File: config.mk
export PLATFORM = sky130hd
export DESIGN_NAME = shadow_sprite_table
export DESIGN_NICKNAME = d
export VERILOG_FILES = /design/src/sst_pkg.sv /design/src/sst_ram.sv /design/src/sst_front.sv /design/src/sst_queue.sv /design/src/sst_back.sv /design/src/shadow_sprite_table.sv
export VERILOG_INCLUDE_DIRS = /design/src /design/src/src
export SDC_FILE = /design/constraint.sdc
export NUM_CORES = 2
export LEC_CHECK = 0
export BUFFER_PORTS_ARGS = -buffer_cell sky130_fd_sc_hd__buf_4
export CORE_MARGIN = 3
export CORE_UTILIZATION = 40
export DETAILED_ROUTE_END_ITERATION = 16
export PLACE_DENSITY = 0.58
export REMOVE_ABC_BUFFERS = 1
export SYNTH_ARGS = -nofsm -noshare
export SYNTH_HDL_FRONTEND = slang
export SYNTH_HIERARCHICAL = 1
export SYNTH_SLANG_ARGS = --single-unit
File: constraint.sdc
create_clock -name clk -period 5.8 [get_ports clk]
set_clock_uncertainty 0.2 [all_clocks]
set_input_delay 0.58 -clock clk [delete_from_list [all_inputs] [get_ports clk]]
set_output_delay 0.58 -clock clk [all_outputs]
set_load 0.1 [all_outputs]
File: src/shadow_sprite_table_assert.svh
// Assertion macros for the shadow sprite table.
`ifndef SHADOW_SPRITE_TABLE_ASSERT_SVH
`define SHADOW_SPRITE_TABLE_ASSERT_SVH

`ifndef SYNTHESIS
`define SST_ASSERT(lbl, c, r, p, m) \
    lbl: assert property (@(posedge c) disable iff (!r) (p)) else $error(m);
`define SST_ASSERT_IMP(lbl, c, r, a, b, m) \
    lbl: assert property (@(posedge c) disable iff (!r) (a) |-> (b)) else $error(m);
`else
`define SST_ASSERT(lbl, c, r, p, m)
`define SST_ASSERT_IMP(lbl, c, r, a, b, m)
`endif

`endif

File: src/sst_pkg.sv
// Shared types and constants for the shadow sprite table.
`default_nettype none

package sst_pkg;

    localparam int SLOTS    = 64;
    localparam int EMIT_MAX = 64;
    localparam int EMIT_LIM = (SLOTS < EMIT_MAX) ? SLOTS : EMIT_MAX;
    localparam int SLOT_W   = (SLOTS > 1) ? $clog2(SLOTS) : 1;
    localparam int MARK_W   = $clog2(SLOTS + 1);
    localparam int IDX_W    = $clog2(EMIT_LIM + 1);
    localparam int QDEPTH   = 2;
    localparam int QPTR_W   = 1;
    localparam int QCNT_W   = 2;

    localparam logic [2:0] OP_BEGIN      = 3'd0;
    localparam logic [2:0] OP_PUT        = 3'd1;
    localparam logic [2:0] OP_HIDE       = 3'd2;
    localparam logic [2:0] OP_FLUSH      = 3'd3;
    localparam logic [2:0] OP_FLUSH_PART = 3'd4;
    localparam logic [2:0] OP_HIDE_ALL   = 3'd5;

    localparam logic [1:0] KIND_FULL     = 2'd0;
    localparam logic [1:0] KIND_ATTR     = 2'd1;
    localparam logic [1:0] KIND_ATTR_PAL = 2'd2;

    localparam logic [7:0] PRIO_MASK = 8'h18;

    typedef enum logic [2:0] {
        CMD_BEGIN,
        CMD_PUT,
        CMD_HIDE,
        CMD_FLUSH,
        CMD_FLUSH_PART,
        CMD_HIDE_ALL
    } cmd_op_t;

    typedef struct packed {
        logic [2:0] op;
        logic [7:0] slot;
        logic [7:0] x_pos;
        logic [7:0] y_pos;
        logic [8:0] tile;
        logic [7:0] flags;
        logic [3:0] palette;
    } in_item_t;

    typedef struct packed {
        logic [5:0] entry_slot;
        logic [7:0] tile_low;
        logic [7:0] attr_byte;
        logic [7:0] out_x;
        logic [7:0] out_y;
        logic [3:0] out_palette;
        logic [1:0] write_kind;
        logic       last;
        logic [6:0] used_count;
    } result_t;

    typedef struct packed {
        logic [7:0] tile_low;
        logic [7:0] attr;
        logic [7:0] x;
        logic [7:0] y;
        logic [3:0] pal;
    } entry_t;

    localparam int ENTRY_W = $bits(entry_t);

    typedef struct packed {
        cmd_op_t             op;
        logic [SLOT_W-1:0]   slot;
        entry_t              entry;
    } cmd_t;

    typedef struct packed {
        logic empty;
        logic full;
    } q_status_t;

endpackage

`default_nettype wire

File: src/sst_ram.sv
// Generic single-port-write, single-port-read RAM with registered read.
`default_nettype none

module sst_ram #(
    parameter int WIDTH = 8,
    parameter int DEPTH = 64
) (
    input  logic                     clk,
    input  logic                     we,
    input  logic [$clog2(DEPTH)-1:0] waddr,
    input  logic [WIDTH-1:0]         wdata,
    input  logic [$clog2(DEPTH)-1:0] raddr,
    output logic [WIDTH-1:0]         rdata
);

    logic [WIDTH-1:0] mem [DEPTH];

    always_ff @(posedge clk)
    begin
        if (we)
        begin
            mem[waddr] <= wdata;
        end
        rdata <= mem[raddr];
    end

endmodule

`default_nettype wire

File: src/sst_front.sv
// Front end: item intake, priority register and command classification.
`default_nettype none

module sst_front (
    input  logic              clk,
    input  logic              rst_n,
    input  logic              start,
    input  sst_pkg::in_item_t item,
    input  logic              cfg_valid,
    output logic              cfg_ready,
    input  logic [1:0]        cfg_data,
    input  sst_pkg::q_status_t q_status,
    output logic              push,
    output sst_pkg::cmd_t     cmd
);
    import sst_pkg::*;

    logic [1:0] prio_reg;
    logic [1:0] prio_next;
    logic       slot_ok;
    logic       keep;
    logic [7:0] attr;

    assign cfg_ready = 1'b1;

    always_comb
    begin
        prio_next = prio_reg;
        if (cfg_valid && cfg_ready)
        begin
            prio_next = cfg_data;
        end
    end

    always_ff @(posedge clk or negedge rst_n)
    begin
        if (!rst_n)
        begin
            prio_reg <= 2'd3;
        end
        else
        begin
            prio_reg <= prio_next;
        end
    end

    always_comb
    begin
        slot_ok = ({1'b0, item.slot} < 9'(SLOTS));
        attr    = item.flags;
        if ((attr & PRIO_MASK) == 8'h00)
        begin
            attr[4:3] = prio_reg;
        end
        attr[0] = attr[0] | item.tile[8];

        cmd.slot           = item.slot[SLOT_W-1:0];
        cmd.entry.tile_low = item.tile[7:0];
        cmd.entry.attr     = attr;
        cmd.entry.x        = item.x_pos;
        cmd.entry.y        = item.y_pos;
        cmd.entry.pal      = item.palette;

        unique case (item.op)
            OP_BEGIN:
            begin
                cmd.op = CMD_BEGIN;
                keep   = 1'b1;
            end
            OP_PUT:
            begin
                cmd.op = CMD_PUT;
                keep   = slot_ok;
            end
            OP_HIDE:
            begin
                cmd.op = CMD_HIDE;
                keep   = slot_ok;
            end
            OP_FLUSH:
            begin
                cmd.op = CMD_FLUSH;
                keep   = 1'b1;
            end
            OP_FLUSH_PART:
            begin
                cmd.op = CMD_FLUSH_PART;
                keep   = 1'b1;
            end
            OP_HIDE_ALL:
            begin
                cmd.op = CMD_HIDE_ALL;
                keep   = 1'b1;
            end
            default:
            begin
                cmd.op = CMD_BEGIN;
                keep   = 1'b0;
            end
        endcase

        push = start && !q_status.full && keep;
    end

endmodule

`default_nettype wire

File: src/sst_queue.sv
// Short command queue between front and back end.
`default_nettype none

module sst_queue (
    input  logic               clk,
    input  logic               rst_n,
    input  logic               push,
    input  sst_pkg::cmd_t      wdata,
    input  logic               pop,
    output sst_pkg::cmd_t      rdata,
    output sst_pkg::q_status_t status
);
    import sst_pkg::*;

    cmd_t              entry_reg [QDEPTH];
    logic [QPTR_W-1:0] wr_ptr_reg;
    logic [QPTR_W-1:0] wr_ptr_next;
    logic [QPTR_W-1:0] rd_ptr_reg;
    logic [QPTR_W-1:0] rd_ptr_next;
    logic [QCNT_W-1:0] count_reg;
    logic [QCNT_W-1:0] count_next;

    assign rdata        = entry_reg[rd_ptr_reg];
    assign status.empty = (count_reg == '0);
    assign status.full  = (count_reg == QCNT_W'(QDEPTH));

    always_comb
    begin
        wr_ptr_next = wr_ptr_reg;
        rd_ptr_next = rd_ptr_reg;
        count_next  = count_reg;
        if (push)
        begin
            wr_ptr_next = wr_ptr_reg + 1'b1;
        end
        if (pop)
        begin
            rd_ptr_next = rd_ptr_reg + 1'b1;
        end
        if (push && !pop)
        begin
            count_next = count_reg + 1'b1;
        end
        else if (pop && !push)
        begin
            count_next = count_reg - 1'b1;
        end
    end

    always_ff @(posedge clk)
    begin
        if (push)
        begin
            entry_reg[wr_ptr_reg] <= wdata;
        end
    end

    always_ff @(posedge clk or negedge rst_n)
    begin
        if (!rst_n)
        begin
            wr_ptr_reg <= '0;
            rd_ptr_reg <= '0;
            count_reg  <= '0;
        end
        else
        begin
            wr_ptr_reg <= wr_ptr_next;
            rd_ptr_reg <= rd_ptr_next;
            count_reg  <= count_next;
        end
    end

endmodule

`default_nettype wire

File: src/sst_back.sv
// Back end: entry store, marks and run sequencer that streams entries.
`default_nettype none

module sst_back (
    input  logic               clk,
    input  logic               rst_n,
    input  sst_pkg::q_status_t q_status,
    input  sst_pkg::cmd_t      q_cmd,
    output logic               pop,
    output logic               strobe,
    output sst_pkg::result_t   result
);
    import sst_pkg::*;

    typedef enum logic {
        ST_IDLE,
        ST_RUN
    } state_t;

    state_t             state_reg,     state_next;
    logic [MARK_W-1:0]  used_reg,      used_next;
    logic [MARK_W-1:0]  prev_reg,      prev_next;
    logic [SLOTS-1:0]   live_reg,      live_next;
    logic [SLOTS-1:0]   written_reg,   written_next;
    cmd_op_t            run_op_reg,    run_op_next;
    logic [IDX_W-1:0]   idx_reg,       idx_next;
    logic [IDX_W-1:0]   total_reg,     total_next;
    logic [IDX_W-1:0]   lo_reg,        lo_next;
    logic               rd_valid_reg,  rd_valid_next;
    logic [IDX_W-1:0]   rd_slot_reg,   rd_slot_next;
    logic [1:0]         rd_kind_reg,   rd_kind_next;
    logic               rd_last_reg,   rd_last_next;
    logic               rd_live_reg,   rd_live_next;
    logic               rd_wr_reg,     rd_wr_next;
    logic               strobe_reg,    strobe_next;
    result_t            result_reg,    result_next;

    logic [SLOT_W-1:0]  raddr;
    entry_t             rdata;
    logic               we;
    logic [MARK_W-1:0]  slot_p1;
    logic [IDX_W-1:0]   lo_used;
    logic [IDX_W-1:0]   lo_prev;

    function automatic logic [IDX_W-1:0] lim_of(input logic [MARK_W-1:0] mark);
        logic [IDX_W-1:0] r;
        if (int'(mark) < EMIT_LIM)
        begin
            r = IDX_W'(mark);
        end
        else
        begin
            r = IDX_W'(EMIT_LIM);
        end
        return r;
    endfunction

    assign pop    = (state_reg == ST_IDLE) && !q_status.empty;
    assign we     = pop && (q_cmd.op == CMD_PUT);
    assign raddr  = SLOT_W'(idx_reg);
    assign strobe = strobe_reg;
    assign result = result_reg;

    sst_ram #(
        .WIDTH (ENTRY_W),
        .DEPTH (SLOTS)
    ) u_store (
        .clk   (clk),
        .we    (we),
        .waddr (q_cmd.slot),
        .wdata (q_cmd.entry),
        .raddr (raddr),
        .rdata (rdata)
    );

    always_comb
    begin
        state_next    = state_reg;
        used_next     = used_reg;
        prev_next     = prev_reg;
        live_next     = live_reg;
        written_next  = written_reg;
        run_op_next   = run_op_reg;
        idx_next      = idx_reg;
        total_next    = total_reg;
        lo_next       = lo_reg;
        rd_valid_next = 1'b0;
        rd_slot_next  = idx_reg;
        rd_kind_next  = KIND_FULL;
        rd_last_next  = 1'b0;
        rd_live_next  = live_reg[raddr];
        rd_wr_next    = written_reg[raddr];
        slot_p1       = MARK_W'(q_cmd.slot) + MARK_W'(1);
        lo_used       = lim_of(used_reg);
        lo_prev       = lim_of(prev_reg);

        if (pop)
        begin
            unique case (q_cmd.op)
                CMD_BEGIN:
                begin
                    prev_next = used_reg;
                    used_next = '0;
                end
                CMD_PUT:
                begin
                    written_next[q_cmd.slot] = 1'b1;
                    live_next[q_cmd.slot]    = 1'b1;
                    if (slot_p1 > used_reg)
                    begin
                        used_next = slot_p1;
                    end
                end
                CMD_HIDE:
                begin
                    live_next[q_cmd.slot] = 1'b0;
                end
                CMD_FLUSH:
                begin
                    // stale tail of last frame goes hidden before streaming
                    for (int i = 0; i < SLOTS; i++)
                    begin
                        if ((MARK_W'(i) >= used_reg) && (MARK_W'(i) < prev_reg))
                        begin
                            live_next[i] = 1'b0;
                        end
                    end
                    run_op_next = CMD_FLUSH;
                    idx_next    = '0;
                    total_next  = IDX_W'(EMIT_LIM);
                    state_next  = ST_RUN;
                end
                CMD_FLUSH_PART:
                begin
                    run_op_next = CMD_FLUSH_PART;
                    idx_next    = '0;
                    lo_next     = lo_used;
                    total_next  = (lo_prev > lo_used) ? lo_prev : lo_used;
                    if ((lo_prev != '0) || (lo_used != '0))
                    begin
                        state_next = ST_RUN;
                    end
                end
                CMD_HIDE_ALL:
                begin
                    used_next   = '0;
                    prev_next   = '0;
                    run_op_next = CMD_HIDE_ALL;
                    idx_next    = '0;
                    total_next  = IDX_W'(EMIT_LIM);
                    state_next  = ST_RUN;
                end
                default:
                begin
                end
            endcase
        end

        if (state_reg == ST_RUN)
        begin
            rd_valid_next = 1'b1;
            rd_last_next  = ((idx_reg + IDX_W'(1)) == total_reg);
            case (run_op_reg)
                CMD_HIDE_ALL:   rd_kind_next = KIND_ATTR;
                CMD_FLUSH_PART: rd_kind_next = (idx_reg < lo_reg) ? KIND_FULL : KIND_ATTR_PAL;
                default:        rd_kind_next = KIND_FULL;
            endcase
            idx_next = idx_reg + IDX_W'(1);
            if (rd_last_next)
            begin
                state_next = ST_IDLE;
            end
        end

        strobe_next             = rd_valid_reg;
        result_next             = '0;
        result_next.entry_slot  = 6'(rd_slot_reg);
        result_next.write_kind  = rd_kind_reg;
        result_next.last        = rd_last_reg;
        result_next.used_count  = 7'(used_reg);
        if ((rd_kind_reg == KIND_FULL) && rd_wr_reg)
        begin
            result_next.tile_low    = rdata.tile_low;
            result_next.attr_byte   = rd_live_reg ? rdata.attr : 8'h00;
            result_next.out_x       = rdata.x;
            result_next.out_y       = rdata.y;
            result_next.out_palette = rdata.pal;
        end
    end

    always_ff @(posedge clk or negedge rst_n)
    begin
        if (!rst_n)
        begin
            state_reg    <= ST_IDLE;
            used_reg     <= '0;
            prev_reg     <= '0;
            live_reg     <= '0;
            written_reg  <= '0;
            run_op_reg   <= CMD_FLUSH;
            idx_reg      <= '0;
            total_reg    <= '0;
            lo_reg       <= '0;
            rd_valid_reg <= 1'b0;
            rd_slot_reg  <= '0;
            rd_kind_reg  <= KIND_FULL;
            rd_last_reg  <= 1'b0;
            rd_live_reg  <= 1'b0;
            rd_wr_reg    <= 1'b0;
            strobe_reg   <= 1'b0;
            result_reg   <= '0;
        end
        else
        begin
            state_reg    <= state_next;
            used_reg     <= used_next;
            prev_reg     <= prev_next;
            live_reg     <= live_next;
            written_reg  <= written_next;
            run_op_reg   <= run_op_next;
            idx_reg      <= idx_next;
            total_reg    <= total_next;
            lo_reg       <= lo_next;
            rd_valid_reg <= rd_valid_next;
            rd_slot_reg  <= rd_slot_next;
            rd_kind_reg  <= rd_kind_next;
            rd_last_reg  <= rd_last_next;
            rd_live_reg  <= rd_live_next;
            rd_wr_reg    <= rd_wr_next;
            strobe_reg   <= strobe_next;
            result_reg   <= result_next;
        end
    end

endmodule

`default_nettype wire

File: src/shadow_sprite_table.sv
// Top level of the shadow sprite table.
//
//  channel   handshake                    payload
//  item      start, busy (taken: start & !busy)  item   (sst_pkg::in_item_t)
//  result    strobe, one cycle, no stall  result (sst_pkg::result_t)
//  config    cfg_valid, cfg_ready         cfg_data (promote priority)
//
// begin, put and hide are handled in the back end; one item per cycle while busy is low.
// A flush run streams one entry per cycle from the store RAM, up to 64 entries;
// results pass the queue, run state, read stage and result register.
// busy rises while a run drains and the two-deep command queue is full.
// Reset clears the store through per-entry written/visible flags, no sweep.
`default_nettype none

`include "shadow_sprite_table_assert.svh"

module shadow_sprite_table (
    input  logic              clk,
    input  logic              rst_n,
    input  logic              start,
    output logic              busy,
    input  sst_pkg::in_item_t item,
    input  logic              cfg_valid,
    output logic              cfg_ready,
    input  logic [1:0]        cfg_data,
    output logic              strobe,
    output sst_pkg::result_t  result
);
    import sst_pkg::*;

    q_status_t q_status;
    logic      push;
    logic      pop;
    cmd_t      push_cmd;
    cmd_t      pop_cmd;

    assign busy = q_status.full;

    sst_front u_front (
        .clk       (clk),
        .rst_n     (rst_n),
        .start     (start),
        .item      (item),
        .cfg_valid (cfg_valid),
        .cfg_ready (cfg_ready),
        .cfg_data  (cfg_data),
        .q_status  (q_status),
        .push      (push),
        .cmd       (push_cmd)
    );

    sst_queue u_queue (
        .clk    (clk),
        .rst_n  (rst_n),
        .push   (push),
        .wdata  (push_cmd),
        .pop    (pop),
        .rdata  (pop_cmd),
        .status (q_status)
    );

    sst_back u_back (
        .clk      (clk),
        .rst_n    (rst_n),
        .q_status (q_status),
        .q_cmd    (pop_cmd),
        .pop      (pop),
        .strobe   (strobe),
        .result   (result)
    );

    `SST_ASSERT_IMP(a_slot_range, clk, rst_n, strobe, int'(result.entry_slot) < EMIT_LIM, "slot beyond emit limit")
    `SST_ASSERT_IMP(a_run_contig, clk, rst_n, $past(strobe) && !$past(result.last), strobe && (result.entry_slot == 6'($past(result.entry_slot) + 6'd1)), "run broken")
    `SST_ASSERT_IMP(a_hide_all_marks, clk, rst_n, strobe && (result.write_kind == KIND_ATTR), result.used_count == 7'd0, "hide all left marks")

endmodule

`default_nettype wire

==> metrics.cfg <==
[cts]
cts_root_buf=clkbuf_16
clkTransAtPathRegs_ns=0.06
clkLatencyLatePin_ns=0.93
h-tree-depth=5
cts_buffer_depth=4
cts_made_buffers=296
cts_tree=done
clock_sinks=2668

[placement]
place_inst=8581
gp_congestion=0.8930
dpl-instance-area_mm2=0.1097
io_buffers=107
dp_hpwl_um=183000

[worst_hold_path]
hp-class=input port to asynchronous set/reset pin

[routing]
drc=0
via_count=54930
routed_wl_um=298700
viasPerCell=5.991
first_pass_iters=6
wl_per_cell_um=32.58
drt_iter0_markers=6845
ant_nets=0

[final_layout]
area_growth_pct=14.62
fillCellCount=21443
finalNonFillerCells=9169
layout-drive-gt1-share_pct=25.82
largest_reg_flops=2304
layout.nets=5626
final_area_mm2=0.1196

[critical_path]
path_class=register to register
reg2regPathDepth=9
cp_max_fo=21
worstReg2RegStart=u_queue/rd_ptr_reg
end_kind=register
r2r_end=u_back/u_store/mem[13][17]
r2r_slack_ns=1.34
required_ns=6.19
arrival_ns=4.86
endpoint=u_back/u_store/mem[13][17]
startpoint_type=register
startpoint=u_queue/rd_ptr_reg

[timing]
maxSlewViolCount=0
setup_viol=0
fin_crit_ns=4.465
hold_viol=0
slew_headroom_pct=15.43
finalCritPeriodShare_pct=76.98
holdWs_ns=0.03369
tns_ns=0
clock.fmax_mhz=224.0
tightestPinTransition_ns=1.258
rsz0062_at_grt=false

[pwr]
p_per_area_mw_per_mm2=507.4
clkPwrFrac_pct=30.0
p_sw_mw=20.06
leakage_nw=38.82
switching_share_pct=33.07
totalPowerFinal_mw=60.66
p_comb_share_pct=29.8
pwr-share-seq_pct=40.2
internal_power_mw=40.60
ir_drop_mv=0.3876

[global_routing]
first_global_vias=54759
grt_start_max_net_pins=107
gr-total-overflow=0
grt_usage_pct=22.29
grt_pass1_wl_um=422900
antenna_found_initial=24

[die]
io_pins=109
start_util_pct=40.41
core-area_mm2=0.2581
die_y_um=516.7
die_w_um=516.7
die-area_mm2=0.2669
row_count=186

[synthesis]
synthCells=5251
yosysTopAreaCell=edfxtp_1
yosysWarnings=6
synth_top_area_share_pct=68.92
synth_flop_cell=edfxtp_1
syn_area_mm2=0.1043
yosysSeqAreaShare_pct=75.33
async_flop_share_pct=8.921
avgSynthCellArea_um2=19.86
synth.top_cells.by_area=edfxtp_1, mux4_2, dfrtp_1
synth_cell_types=90
ys_ff_latch=2668
synth-edff-count=2394

[run_status]
status=completed

[flow_run]
maxCapViolCount=0

==> final cells by class <==
type	instances	area (µm²)	share of cell area (%)
clock inverters	125	1292	1.081
repair buffers	359	3088	2.583
clock buffers	382	7998	6.689
multi-input cells	2191	24160	20.21
well taps	3384	4234	3.541
inverters	33	123.9	0.1036
diodes	27	67.56	0.05651
flip-flops and latches	2668	78590	65.74
==> placed cells by master, fill, tap and decap left out, types with 25 or more instances in the layout <==
master / instances
edfxtp_1: 2394
mux4_2: 573
clkbuf_16: 302
buf_4: 284
dfrtp_1: 227
o22ai_1: 139
nand2_1: 117
nor2_1: 117
o21ai_0: 107
a21oi_1: 91
a22oi_1: 83
mux2i_1: 77
nand3_1: 68
clkbuf_1: 66
nor2_4: 65
nor2b_1: 62
dlygate4sd3_1: 54
a211oi_1: 52
a31oi_1: 44
clkinv_2: 43
nor3_1: 43
mux2_4: 42
a21o_1: 37
and2_1: 36
dfxtp_1: 36
clkinv_1: 35
o221ai_1: 35
o21bai_1: 33
inv_1: 31
nor4_1: 30
o21ai_1: 30
diode_2: 27
o22a_1: 26
bufinv_16: 25
==> metrics by stage <==
step | utilization (%) | setup slack [ns]
2_1_floorplan | - | -20.21
3_5_place_dp | 42.49 | 1.407
3_3_place_gp | 42.49 | 1.449
6_report | 46.32 | 1.335
5_1_grt | 46.31 | 1.131
4_1_cts | 46.30 | 1.355
==> per-layer routing <==
layer	vias to the layer above	part of all wire [%]	track usage [%]
li1	22270	-	-
met1	29585	42	32.22
met2	2618	47	34.72
met3	455	8.0	3.590
met4	2	3.3	7.265
met5	-	0.0044	0
==> how the worst min path moves through the flow <==
| stage | slack [ns] | cells after the start | endpoint |
|---|---|---|---|
| after floorplan | 0.08 | 0 | u_back/idx_reg[0] |
| after global placement | 0.13 | 0 | u_back/result[46] |
| after detailed placement | 0.14 | 0 | u_back/result[7] |
| after CTS | 0.01 | 2 | u_back/result[0] |
| after global routing | 0.08 | 2 | u_back/result[0] |
| final | 0.03 | 2 | u_back/result[0] |
==> power by group through the flow <==
| stage | Combinational, mW | Sequential (mW) | Clock [mW] |
|---|---|---|---|
| after global placement | 18.0 | 24.7 | 0 |
| after CTS | 18.2 | 24.3 | 18.6 |
| after detailed placement | 18.2 | 24.7 | 0 |
| after global routing | 19.0 | 24.4 | 19.4 |
| after floorplan | 9.17 | 25.7 | 0 |
| final | 18.1 | 24.4 | 18.2 |
==> synth_stat cells (46+ instances only) <==
| cell type | instances |
|---|---|
| clkbuf_1 | 150 |
| nor2b_1 | 63 |
| mux2i_1 | 77 |
| nor2_1 | 181 |
| nor3_1 | 46 |
| buf_2 | 67 |
| nand3_1 | 68 |
| a21oi_1 | 91 |
| nand2_1 | 118 |
| mux4_2 | 573 |
| edfxtp_1 | 2394 |
| o21ai_0 | 107 |
| buf_4 | 86 |
| dfrtp_1 | 234 |
| o22ai_1 | 139 |
| a22oi_1 | 83 |
| a211oi_1 | 52 |
==> critical path: stages (launching register included) <==
cell and delay (ns):
dfrtp_4 0.49, mux2_2 0.41, or3_4 0.46, nor2_4 0.23
nand2_2 0.28, inv_2 0.25, inv_1 0.10, or2_1 0.57
nor2_4 0.76, buf_4 0.32
==> cell families (layout without fill, tap and decap cells) <==
logic type,count (synthesis),after routing,synth area share (%)
fa+ha+maj,23,23,0.2759
simple gates,665,665,3.217
mux,722,722,14.12
buf+inv,392,899,2.019
other cells,1,28,0.003595
flops,2668,2668,75.33
xor+xnor,18,18,0.1511
compound gates,762,762,4.892
==> what timing repair did <==
| item | CTS | global route |
|---|---|---|
| buffers inserted | 0 | 0 |
| resized for setup | 0 | 0 |
| endpoints found under the hold margin | 178 | 0 |
| hold buffers | 54 | 0 |
(Power assumes the default switching activity.)
